### src/sv/hgc_pkg.sv
package hgc_pkg;

	// Default widths
	localparam int HEIGHT_BITS_DEF = 16;
	localparam int FRAC_BITS_DEF   = 16;

	// Configuration register indexes
	localparam int CFG_IDX_BITS = 1;
	localparam logic [CFG_IDX_BITS-1:0] CFG_HEIGHT_MIN = 1'b0;
	localparam logic [CFG_IDX_BITS-1:0] CFG_HEIGHT_MAX = 1'b1;

	// Segment codes; the last one selects white with a zero blend weight
	localparam logic [1:0] SEG_NAVY  = 2'd0;
	localparam logic [1:0] SEG_OCEAN = 2'd1;
	localparam logic [1:0] SEG_CYAN  = 2'd2;
	localparam logic [1:0] SEG_WHITE = 2'd3;

	// Gradient stops, entry 0 first: navy, ocean blue, cyan, white
	localparam logic [3:0][23:0] HGC_STOPS = {
		24'hFFFFFF, 24'h48CAE4, 24'h0096C7, 24'h001B44
	};

endpackage

### src/sv/hgc_div_cell.sv
module hgc_div_cell #(
	parameter int DW = 16,
	parameter int FW = 16
) (
	input  logic          clk,
	input  logic          arst_n,
	input  logic          in_valid,
	output logic          in_ready,
	input  logic [DW-1:0] rem_in,
	input  logic [DW-1:0] div_in,
	input  logic [FW-1:0] quo_in,
	input  logic [1:0]    seg_in,
	output logic          out_valid,
	input  logic          out_ready,
	output logic [DW-1:0] rem_out,
	output logic [DW-1:0] div_out,
	output logic [FW-1:0] quo_out,
	output logic [1:0]    seg_out
);
	import hgc_pkg::*;

	logic          valid_q;
	logic [DW-1:0] rem_q;
	logic [DW-1:0] div_q;
	logic [FW-1:0] quo_q;
	logic [1:0]    seg_q;
	logic [DW:0]   dbl;
	logic [DW:0]   diff;
	logic          take;

	// One restoring step: shift the remainder, subtract the divisor if it fits
	assign dbl  = {rem_in, 1'b0};
	assign diff = dbl - {1'b0, div_in};
	assign take = dbl >= {1'b0, div_in};

	assign in_ready = !valid_q || out_ready;

	always_ff @(posedge clk or negedge arst_n) begin
		if (!arst_n) begin
			valid_q <= 1'b0;
		end else if (in_ready) begin
			valid_q <= in_valid;
		end
	end

	always_ff @(posedge clk) begin
		if (in_valid && in_ready) begin
			rem_q <= take ? diff[DW-1:0] : dbl[DW-1:0];
			div_q <= div_in;
			quo_q <= {quo_in[FW-2:0], take};
			seg_q <= seg_in;
		end
	end

	assign out_valid = valid_q;
	assign rem_out   = rem_q;
	assign div_out   = div_q;
	assign quo_out   = quo_q;
	assign seg_out   = seg_q;

endmodule

### src/sv/hgc_blend.sv
module hgc_blend #(
	parameter int FW = 16
) (
	input  logic          clk,
	input  logic          arst_n,
	input  logic          in_valid,
	output logic          in_ready,
	input  logic [1:0]    seg,
	input  logic [FW-1:0] frac,
	output logic          out_valid,
	input  logic          out_ready,
	output logic [7:0]    red,
	output logic [7:0]    green,
	output logic [7:0]    blue
);
	import hgc_pkg::*;

	localparam int PW = FW + 9;

	logic [23:0]        lo_col;
	logic [23:0]        hi_col;
	logic [FW:0]        w_lo;
	logic [1:0]         seg_next;
	logic               valid_s1;
	logic               ready_s1;
	logic [2:0][PW-1:0] prod_lo_s1;
	logic [2:0][PW-1:0] prod_hi_s1;
	logic               valid_q;
	logic [2:0][7:0]    chan_q;
	logic [2:0][PW-1:0] sum;

	// Stop pair of the segment; the index wraps so white pairs with navy at weight 0
	assign seg_next = seg + 2'd1;
	assign lo_col   = HGC_STOPS[seg];
	assign hi_col   = HGC_STOPS[seg_next];
	assign w_lo     = {1'b1, {FW{1'b0}}} - {1'b0, frac};

	assign ready_s1 = !valid_q || out_ready;
	assign in_ready = !valid_s1 || ready_s1;

	// Stage 1: weighted products per channel
	always_ff @(posedge clk or negedge arst_n) begin
		if (!arst_n) begin
			valid_s1 <= 1'b0;
		end else if (in_ready) begin
			valid_s1 <= in_valid;
		end
	end

	always_ff @(posedge clk) begin
		if (in_valid && in_ready) begin
			for (int c = 0; c < 3; c++) begin
				prod_lo_s1[c] <= PW'(lo_col[8*c +: 8]) * PW'(w_lo);
				prod_hi_s1[c] <= PW'(hi_col[8*c +: 8]) * PW'(frac);
			end
		end
	end

	// Stage 2: sum and drop the fraction
	always_comb begin
		for (int c = 0; c < 3; c++) begin
			sum[c] = prod_lo_s1[c] + prod_hi_s1[c];
		end
	end

	always_ff @(posedge clk or negedge arst_n) begin
		if (!arst_n) begin
			valid_q <= 1'b0;
		end else if (ready_s1) begin
			valid_q <= valid_s1;
		end
	end

	always_ff @(posedge clk) begin
		if (valid_s1 && ready_s1) begin
			for (int c = 0; c < 3; c++) begin
				chan_q[c] <= sum[c][FW+7:FW];
			end
		end
	end

	assign out_valid = valid_q;
	assign red       = chan_q[2];
	assign green     = chan_q[1];
	assign blue      = chan_q[0];

endmodule

### src/sv/height_gradient_colormap_core.sv
// Channel | Signals                          | Direction | Request
// --------+----------------------------------+-----------+------------------------------
// in      | in_valid, in_ready, height       | in        | one height
// out     | out_valid, out_ready, red/green/blue | out   | one color per height
// cfg     | cfg_wr_en, cfg_index, cfg_data   | in        | write height_min / height_max
//
// One request per cycle sustained while the output is not stalled; the stages in order are range setup,
// integer segment, one divider cell per fraction bit, then two blend stages.
// Every stage has its own valid bit and fills bubbles, so input keeps flowing
// while a finished color waits at the output register, until the pipeline is full.
// Reset clears the range registers to zero and empties the pipeline.
module height_gradient_colormap_core #(
	parameter int HEIGHT_BITS = hgc_pkg::HEIGHT_BITS_DEF,
	parameter int FRAC_BITS   = hgc_pkg::FRAC_BITS_DEF
) (
	input  logic                                clk,
	input  logic                                arst_n,
	input  logic                                cfg_wr_en,
	input  logic [hgc_pkg::CFG_IDX_BITS-1:0]    cfg_index,
	input  logic [HEIGHT_BITS-1:0]              cfg_data,
	input  logic                                in_valid,
	output logic                                in_ready,
	input  logic signed [HEIGHT_BITS-1:0]       height,
	output logic                                out_valid,
	input  logic                                out_ready,
	output logic [7:0]                          red,
	output logic [7:0]                          green,
	output logic [7:0]                          blue
);
	import hgc_pkg::*;

	localparam int H = HEIGHT_BITS;
	localparam int F = FRAC_BITS;

	logic signed [H-1:0] hmin_q;
	logic signed [H-1:0] hmax_q;

	// Range registers
	always_ff @(posedge clk or negedge arst_n) begin
		if (!arst_n) begin
			hmin_q <= '0;
			hmax_q <= '0;
		end else if (cfg_wr_en) begin
			unique case (cfg_index)
				CFG_HEIGHT_MIN: hmin_q <= cfg_data;
				CFG_HEIGHT_MAX: hmax_q <= cfg_data;
				default: ;
			endcase
		end
	end

	// Stage 1: offset and span, flipped for a reversed range
	logic signed [H:0] n_raw, d_raw;
	logic              rev;
	logic              valid_s1, ready_s1;
	logic signed [H:0] n_s1, d_s1;
	logic              eq_s1;

	assign n_raw = (H+1)'(height) - (H+1)'(hmin_q);
	assign d_raw = (H+1)'(hmax_q) - (H+1)'(hmin_q);
	assign rev   = hmax_q < hmin_q;

	assign in_ready = !valid_s1 || ready_s1;

	always_ff @(posedge clk or negedge arst_n) begin
		if (!arst_n) begin
			valid_s1 <= 1'b0;
		end else if (in_ready) begin
			valid_s1 <= in_valid;
		end
	end

	always_ff @(posedge clk) begin
		if (in_valid && in_ready) begin
			n_s1  <= rev ? -n_raw : n_raw;
			d_s1  <= rev ? -d_raw : d_raw;
			eq_s1 <= hmin_q == hmax_q;
		end
	end

	// Stage 2: clamp cases and integer part of 3n/d
	logic [H-1:0] n_u, d_u;
	logic [H+1:0] n3, d2, sub;
	logic         ge1, ge2;
	logic         valid_s2, ready_s2;
	logic [H-1:0] rem_s2, div_s2;
	logic [1:0]   seg_s2;
	logic [H-1:0] rem_n, div_n;
	logic [1:0]   seg_n;

	assign n_u = n_s1[H-1:0];
	assign d_u = d_s1[H-1:0];
	assign n3  = (H+2)'(n_u) + (H+2)'({n_u, 1'b0});
	assign d2  = (H+2)'({d_u, 1'b0});
	assign ge2 = n3 >= d2;
	assign ge1 = n3 >= (H+2)'(d_u);
	assign sub = ge2 ? d2 : (ge1 ? (H+2)'(d_u) : '0);

	always_comb begin
		rem_n = '0;
		div_n = H'(1);
		seg_n = SEG_NAVY;
		priority if (eq_s1) begin
			seg_n = SEG_OCEAN;
		end else if (n_s1 <= 0) begin
			seg_n = SEG_NAVY;
		end else if (n_s1 >= d_s1) begin
			seg_n = SEG_WHITE;
		end else begin
			rem_n = H'(n3 - sub);
			div_n = d_u;
			seg_n = ge2 ? SEG_CYAN : (ge1 ? SEG_OCEAN : SEG_NAVY);
		end
	end

	assign ready_s1 = !valid_s2 || ready_s2;

	always_ff @(posedge clk or negedge arst_n) begin
		if (!arst_n) begin
			valid_s2 <= 1'b0;
		end else if (ready_s1) begin
			valid_s2 <= valid_s1;
		end
	end

	always_ff @(posedge clk) begin
		if (valid_s1 && ready_s1) begin
			rem_s2 <= rem_n;
			div_s2 <= div_n;
			seg_s2 <= seg_n;
		end
	end

	// Divider chain: one fraction bit per cell
	logic [F:0]        c_valid, c_ready;
	logic [H-1:0]      c_rem [F+1];
	logic [H-1:0]      c_div [F+1];
	logic [F-1:0]      c_quo [F+1];
	logic [1:0]        c_seg [F+1];

	assign c_valid[0] = valid_s2;
	assign ready_s2   = c_ready[0];
	assign c_rem[0]   = rem_s2;
	assign c_div[0]   = div_s2;
	assign c_quo[0]   = '0;
	assign c_seg[0]   = seg_s2;

	for (genvar i = 0; i < F; i++) begin : g_cell
		hgc_div_cell #(
			.DW (H),
			.FW (F)
		) u_cell (
			.clk       (clk),
			.arst_n    (arst_n),
			.in_valid  (c_valid[i]),
			.in_ready  (c_ready[i]),
			.rem_in    (c_rem[i]),
			.div_in    (c_div[i]),
			.quo_in    (c_quo[i]),
			.seg_in    (c_seg[i]),
			.out_valid (c_valid[i+1]),
			.out_ready (c_ready[i+1]),
			.rem_out   (c_rem[i+1]),
			.div_out   (c_div[i+1]),
			.quo_out   (c_quo[i+1]),
			.seg_out   (c_seg[i+1])
		);
	end

	// Color blend
	hgc_blend #(
		.FW (F)
	) u_blend (
		.clk       (clk),
		.arst_n    (arst_n),
		.in_valid  (c_valid[F]),
		.in_ready  (c_ready[F]),
		.seg       (c_seg[F]),
		.frac      (c_quo[F]),
		.out_valid (out_valid),
		.out_ready (out_ready),
		.red       (red),
		.green     (green),
		.blue      (blue)
	);

endmodule

### config.mk
export PLATFORM = sky130hd
export DESIGN_NAME = height_gradient_colormap_core
export DESIGN_NICKNAME = d
export VERILOG_FILES = /design/src/sv/hgc_pkg.sv /design/src/sv/hgc_div_cell.sv /design/src/sv/hgc_blend.sv /design/src/sv/height_gradient_colormap_core.sv
export SDC_FILE = /design/constraint.sdc
export NUM_CORES = 2
export LEC_CHECK = 0
export BUFFER_PORTS_ARGS = -buffer_cell sky130_fd_sc_hd__clkbuf_2
export CORE_MARGIN = 2
export CORE_UTILIZATION = 33
export CTS_CLUSTER_DIAMETER = 40
export DETAILED_ROUTE_END_ITERATION = 10
export SETUP_SLACK_MARGIN = 0.4
export SYNTH_ARGS = -nofsm -noshare
export SYNTH_HDL_FRONTEND = slang
export SYNTH_SLANG_ARGS = --single-unit
### constraint.sdc
create_clock -name clk -period 17.4 [get_ports clk]
set_input_delay 0.87 -clock clk [delete_from_list [all_inputs] [get_ports clk]]
set_output_delay 0.87 -clock clk [all_outputs]
set_load 0.1 [all_outputs]
**Word level (Yosys, flattened, before mapping)**

Cells that the tools add are included.

- Bits in registers: 937
- Input port bits: 38
- Output and inout bits: 26
- Word-level logic and storage cells: 263

- Equality and inequality tests: 1
- Order comparisons: 23
- Mux-type cells: 27
- Multipliers: 6
- Reduce and logical (&&, ||, !) cells: 64
- Add/subtract/negate cells: 26
- Bitwise operators: 1

Operators by type and width:

| operator | number |
|---|---|
| >= comparator 17 x 16 -> 1 bit | 16 |
| two-way mux 16 bit | 17 |
| subtractor 16 bit | 16 |
| binary-select mux 24 bit (select 2 bit) | 2 |
| adder 24 bit | 3 |
| multiplier 8 x 16 -> 24 bit | 3 |
| multiplier 8 x 17 -> 24 bit | 3 |
| two-way mux 24 bit | 2 |
| two-way mux 17 bit | 2 |
| negation 17 bit | 2 |
| subtractor 16 x 16 -> 17 bit | 2 |
| logical AND 1 bit | 20 |
| logical NOT 1 bit | 20 |
| logical OR 1 bit | 20 |
| adder 16 x 17 -> 18 bit | 1 |
| >= comparator 18 x 16 -> 1 bit | 1 |
| >= comparator 18 x 17 -> 1 bit | 1 |
| >= comparator 17 bit | 1 |
| less-or-equal comparator 17 x 1 -> 1 bit, second input constant | 1 |
| subtractor 17 x 16 -> 17 bit, first input constant | 1 |
| equality test 16 bit | 1 |
| less-than comparator 16 bit | 1 |
| less-than comparator 2 x 3 -> 1 bit, second input constant | 2 |
| two-way mux 2 bit | 2 |
| 6 further kinds | 8 |

**Longest topological paths before layout**

- Word-level depth: 22
- Depth in mapped cells: 28
- Depth with buffers taken out: 28

**Cells and area by module**

A second synthesis with hierarchy kept.

- Cell total of the unflattened synthesis: 7227
- Area, all modules: 81403.1 um^2

By module, submodules not included:

| module | cells each | area each (um^2) | sequential area each (um^2) | times used |
|---|---|---|---|---|
| hgc_div_cell | 211 | 2730.1 | 1526.5 | 16 |
| hgc_blend | 2946 | 29029.1 | 5094.9 | 1 |
| height_gradient_colormap_core | 905 | 8692.1 | 2922.8 | 1 |

**Worst setup path after synthesis**

No wires, ideal clock.

- Path kind: flip-flop to flip-flop
- Start: register g_cell[15].u_cell.quo_q[2]
- End: register u_blend.prod_lo_s1[23] (netlist name), data pin
- Arrival: 6.413 ns
- Cell stages (with the launch flop): 24
- Required time: 17.135 ns
- Path buffers: 2
- Library setup time: 0.265 ns
- Slack: 10.722 ns
- Clock period less this slack: 6.678 ns
- Cell sequence: edfxtp_1 -> clkbuf_1 -> nor3_1 -> nand2_1 -> or4_1 -> or3_1 -> xor2_1 -> nand2_1 -> inv_1 -> fa_1 -> fa_1 -> inv_1 -> fa_1 -> inv_1 -> fa_1 -> ha_1 -> clkbuf_1 -> a21o_1 -> or4_1 -> o31ai_1 -> o31ai_1 -> o31a_1 -> o21ai_0 -> a31oi_1

- Word-level cells in the longest chain between the ends: 2

Ends and longest elaborated chain:

| item | RTL line | text |
|---|---|---|
| start, declared | hgc_div_cell.sv:25 | `logic [FW-1:0] quo_q;` |
| start signal, assigned | hgc_div_cell.sv:50 | `quo_q <= {quo_in[FW-2:0], take};` |
| subtractor 17 x 16 -> 17 bit | hgc_blend.sv:36 | `assign w_lo = {1'b1, {FW{1'b0}}} - {1'b0, frac};` |
| multiplier 8 x 17 -> 24 bit | hgc_blend.sv:53 | `prod_lo_s1[c] <= PW'(lo_col[8*c +: 8]) * PW'(w_lo);` |
| end signal, assigned by index | hgc_blend.sv:53 |  |
| end, declared | hgc_blend.sv:26 | `logic [2:0][PW-1:0] prod_lo_s1;` |

No other way between the ends.
A chain may end at the register's enable or synchronous reset.

**Worst setup path after layout**

- Start: register g_cell[15].u_cell.quo_q[0]
- End: register u_blend.prod_lo_s1[23] (netlist name), data pin

Same word-level chain as after synthesis.

==> Implementation_results.wiki <==
{| class="wikitable"
! Metric !! Value
|-
| Outcome || finished, final reports clean
|-
| Actual slew at the worst max-slew pin || 1233 ps
|-
| Leading register cell type out of synthesis || sky130_fd_sc_hd__edfxtp_1
|-
| Synth Area per Inst || 10.97 sq um
|-
| Later-pin clock latency in the skew report || 780 ps
|-
| Buffers on Ports || 63
|-
| Total of max-cap violations || 0
|-
| Vias in the first global route || 47962
|-
| Area of the die || 0.2178 sq mm
|-
| Met1 capacity usage during global routing || 0.2003
|-
| HPWL after detailed placement || 126500 um
|-
| TritonCTS clock tree || yes
|-
| I/O pin count || 64
|-
| Met2 GRT Util || 0.2473
|-
| Maximum fanout encountered on the critical timing path || 14
|-
| Buffer levels on the longest clock path || 3
|-
| Floorplan die height || 466.7 um
|-
| Met3 track demand over resource || 0.02308
|-
| Number of fill cells || 20514
|-
| Number of DRC violations after detailed routing || 0
|-
| Count of unique library cells instantiated by Yosys || 84
|-
| Worst Reg2Reg Path Length in Cells || 24
|-
| Arrival time at the worst endpoint || 8680 ps
|-
| Synthesis-to-finish area growth || 12.87%
|-
| Core Region || 0.2125 sq mm
|-
| Fraction of layout cells with a size suffix above 1 || 0.07906
|-
| Number of antenna violations at the first check in global routing || 3
|-
| Number of nets in the synthesized netlist || 7693
|-
| Clock sink count || 937
|-
| Number of routed nets with antenna violations || 0
|-
| Final RePlAce weighted congestion || 0.8751
|-
| Setup CP Type || reg -> reg
|-
| Number of CTS-inserted buffers || 150
|-
| Relative slew slack || 0.1742
|-
| Post-synthesis instance total || 6443
|-
| Proportion of register bits with asynchronous set or reset after synthesis || 0.05550
|-
| Cell area after synthesis || 0.07066 sq mm
|-
| Required time at the worst-slack endpoint || 18010 ps
|-
| H-tree levels || 4
|-
| Horizontal die dimension || 466.7 um
|-
| Clock input transition at the sequential cells of the worst setup and hold paths || 50 ps
|-
| CP startpoint kind || flop
|-
| Global-route wire length before repair || 260200 um
|-
| All-Layer GR Usage || 0.1490
|-
| Post-synth top cells || sky130_fd_sc_hd__inv_1 (1046), sky130_fd_sc_hd__edfxtp_1 (885), sky130_fd_sc_hd__ha_1 (703)
|-
| Starting utilization of the core area || 0.3325
|-
| Critical path cell sequence || inv_1 > ha_1 > nor3b_1 > nand2_1 > nor2_1 > nand2_1 > xor2_1 > nand2_1 > inv_1 > fa_1 > fa_1 > inv_1 > fa_1 > inv_1 > fa_1 > ha_1 > a21o_1 > or4_1 > o31ai_1 > o31ai_1 > o31a_1 > o21ai_0 > a21oi_1 > a31oi_1
|-
| Type of the worst min-delay path || in -> async
|-
| Busiest metal layer after global routing || met2
|-
| Total via count after detailed routing || 46410
|-
| Synth Warn # || 0
|-
| Standard-cell rows || 169
|-
| TritonRoute pass-1 iters || 6
|-
| Post-CTS resize count || 0
|-
| Area taken by flip-flops and latches || 0.02788 sq mm
|-
| Share of the yosys chip area belonging to registers || 0.3945
|-
| TNS Setup || 0 ps
|-
| Most frequent cell after synthesis || sky130_fd_sc_hd__inv_1
|-
| Count of hold buffers inserted by post-cts repair || 0
|-
| Crit path largest cell delay || 660 ps
|-
| Clock skew || 34.87 ps
|-
| Final worst-path cycle share || 0.4638
|-
| Buffer cell driving the clock tree root || sky130_fd_sc_hd__clkbuf_16
|-
| Achievable frequency || 123.9 MHz
|-
| Vias per inst || 4.865
|-
| Number of setup violations in the final report || 0
|-
| Pin count of the biggest net entering global routing || 73
|-
| Count of flip-flops with a built-in enable after synthesis || 885
|-
| FF+latch count, synth || 937
|-
| Endpoints failing hold || 0
|-
| Routed wire per std cell || 16.67 um
|-
| Multi-input gate area in the final layout || 0.03854 sq mm
|-
| Cell taking the most area after synthesis || sky130_fd_sc_hd__edfxtp_1
|-
| Type of destination of the critical path || flop
|-
| Max-slew violation total from the final report || 0
|-
| Iteration-0 DRC Markers || 3208
|-
| Minimum period implied by the final worst setup slack || 8070 ps
|-
| Setup repair after global routing missed its margin || false
|-
| Number of nets in the final layout || 7842
|-
| Yosys top cell area share || 0.3761
|-
| Slowest stage cell, crit path || sky130_fd_sc_hd__edfxtp_1
|-
| Main area contributors after synthesis || sky130_fd_sc_hd__edfxtp_1 (38%), sky130_fd_sc_hd__fa_1 (14%), sky130_fd_sc_hd__ha_1 (12%)
|-
| Routed Wire Length || 159000 um
|-
| Global-route congestion overflow total || 0
|-
| Number of setup buffers added after CTS || 0
|}
[cells by family (layout without fill, tap and decap cells)]
| family | after synthesis | after routing | share of synthesized area |
|---|---|---|---|
| adders and majority gates | 1212 | 1212 | 0.2687 |
| AOI/OAI and AO/OA | 1119 | 1119 | 0.1007 |
| and+or+nand+nor | 1511 | 1511 | 0.1063 |
| muxes | 129 | 129 | 0.02027 |
| buffers and inverters | 1148 | 1421 | 0.06153 |
| xor gates and xnor gates | 387 | 387 | 0.04797 |
| other | 0 | 3 | 0 |
| DFF | 937 | 937 | 0.3945 |
[metrics by stage]
step	util	setup WS (ps)	area (sq um)	hold slack (ps)	instances
after floorplan	-	10720	70660	400.3	6443
after global placement	0.3503	9449	74450	400.8	9261
after detailed placement	0.3503	9413	74450	404.5	9261
after CTS	0.3753	9369	79750	253.8	9537
after global routing	0.3753	8761	79750	303.9	9538
final	0.3753	9330	79760	278.0	9540
[final timing paths]
kind	startpoint	end	slack [ps]
min	arst_n	hmin_q[10]	280
max	g_cell[15].u_cell.quo_out[0]	u_blend.prod_lo_s1[23]	9330
min reg2reg	g_cell[4].u_cell.quo_out[4]	g_cell[5].u_cell.quo_out[5]	400
max in group asynchronous	arst_n	g_cell[9].u_cell.out_valid	16530
max reg2reg	g_cell[15].u_cell.quo_out[0]	u_blend.prod_lo_s1[23]	9330
min in group clk	cfg_data[3]	hmin_q[3]	320
[registers in the layout (all words and copies together) (netlist names)]
name and count:
u_blend.red 8, u_blend.green 8, g_cell.u_cell.div_out 240, u_blend.valid_s1 1, g_cell.u_cell.rem_out 240, u_blend.blue 8, seg_s2 2, eq_s1 1
u_blend.prod_lo_s1 72, u_blend.out_valid 1, hmin_q 16, n_s1 17, valid_s2 1, div_s2 16, g_cell.u_cell.quo_out 136, hmax_q 16
valid_s1 1, g_cell.u_cell.out_valid 16, d_s1 17, g_cell.u_cell.seg_out 32, u_blend.prod_hi_s1 72, rem_s2 16
[worst max-delay path: cells and delay by family (launching register included)]
| family | cells | cell delay (ps) |
|---|---|---|
| xor gates and xnor gates | 1 | 660 |
| AOI/OAI and AO/OA | 7 | 1790 |
| buffers and inverters | 4 | 710 |
| DFF | 1 | 660 |
| adders and majority gates | 6 | 2420 |
| and+or+nand+nor | 6 | 1640 |
[metal layers]
metal,vias to the layer above,part of all wire
met5,-,0
met2,903,0.47
met4,0,0.026
met1,22656,0.46
met3,226,0.045
li1,22625,-
[cell type report]
class	count	share of cell area
sequential	937	0.3495
tap	2821	0.04425
multi-input combinational	4358	0.4832
clock inverter	112	0.01848
timing repair buffer	98	0.007248
clock buffer	164	0.04797
inverter	1047	0.04927
antenna	3	0.00009413
[layout by cell type, fill, tap and decap left out, drive strengths merged, types with 21 or more instances in the layout]
cell type / count
a21o: 110
clkinv: 57
edfxtp: 885
nor2: 408
dfrtp: 52
fa: 509
o21a: 78
o21bai: 23
nand2b: 115
ha: 703
and3: 30
inv: 1070
and2: 71
a211oi: 39
a21oi: 346
a21boi: 38
nand2: 289
nor4: 25
o211ai: 21
buf: 36
nor2b: 102
or2: 28
nand4: 73
nor3: 155
nand3: 99
a31oi: 56
clkbuf: 226
o21ai: 235
xor2: 121
xnor2: 266
or3: 57
mux2: 113
o31ai: 36
Power is left out: the tool's default activity adds up to more than one toggle a clock period on the data nets, which glitch-free logic cannot reach.
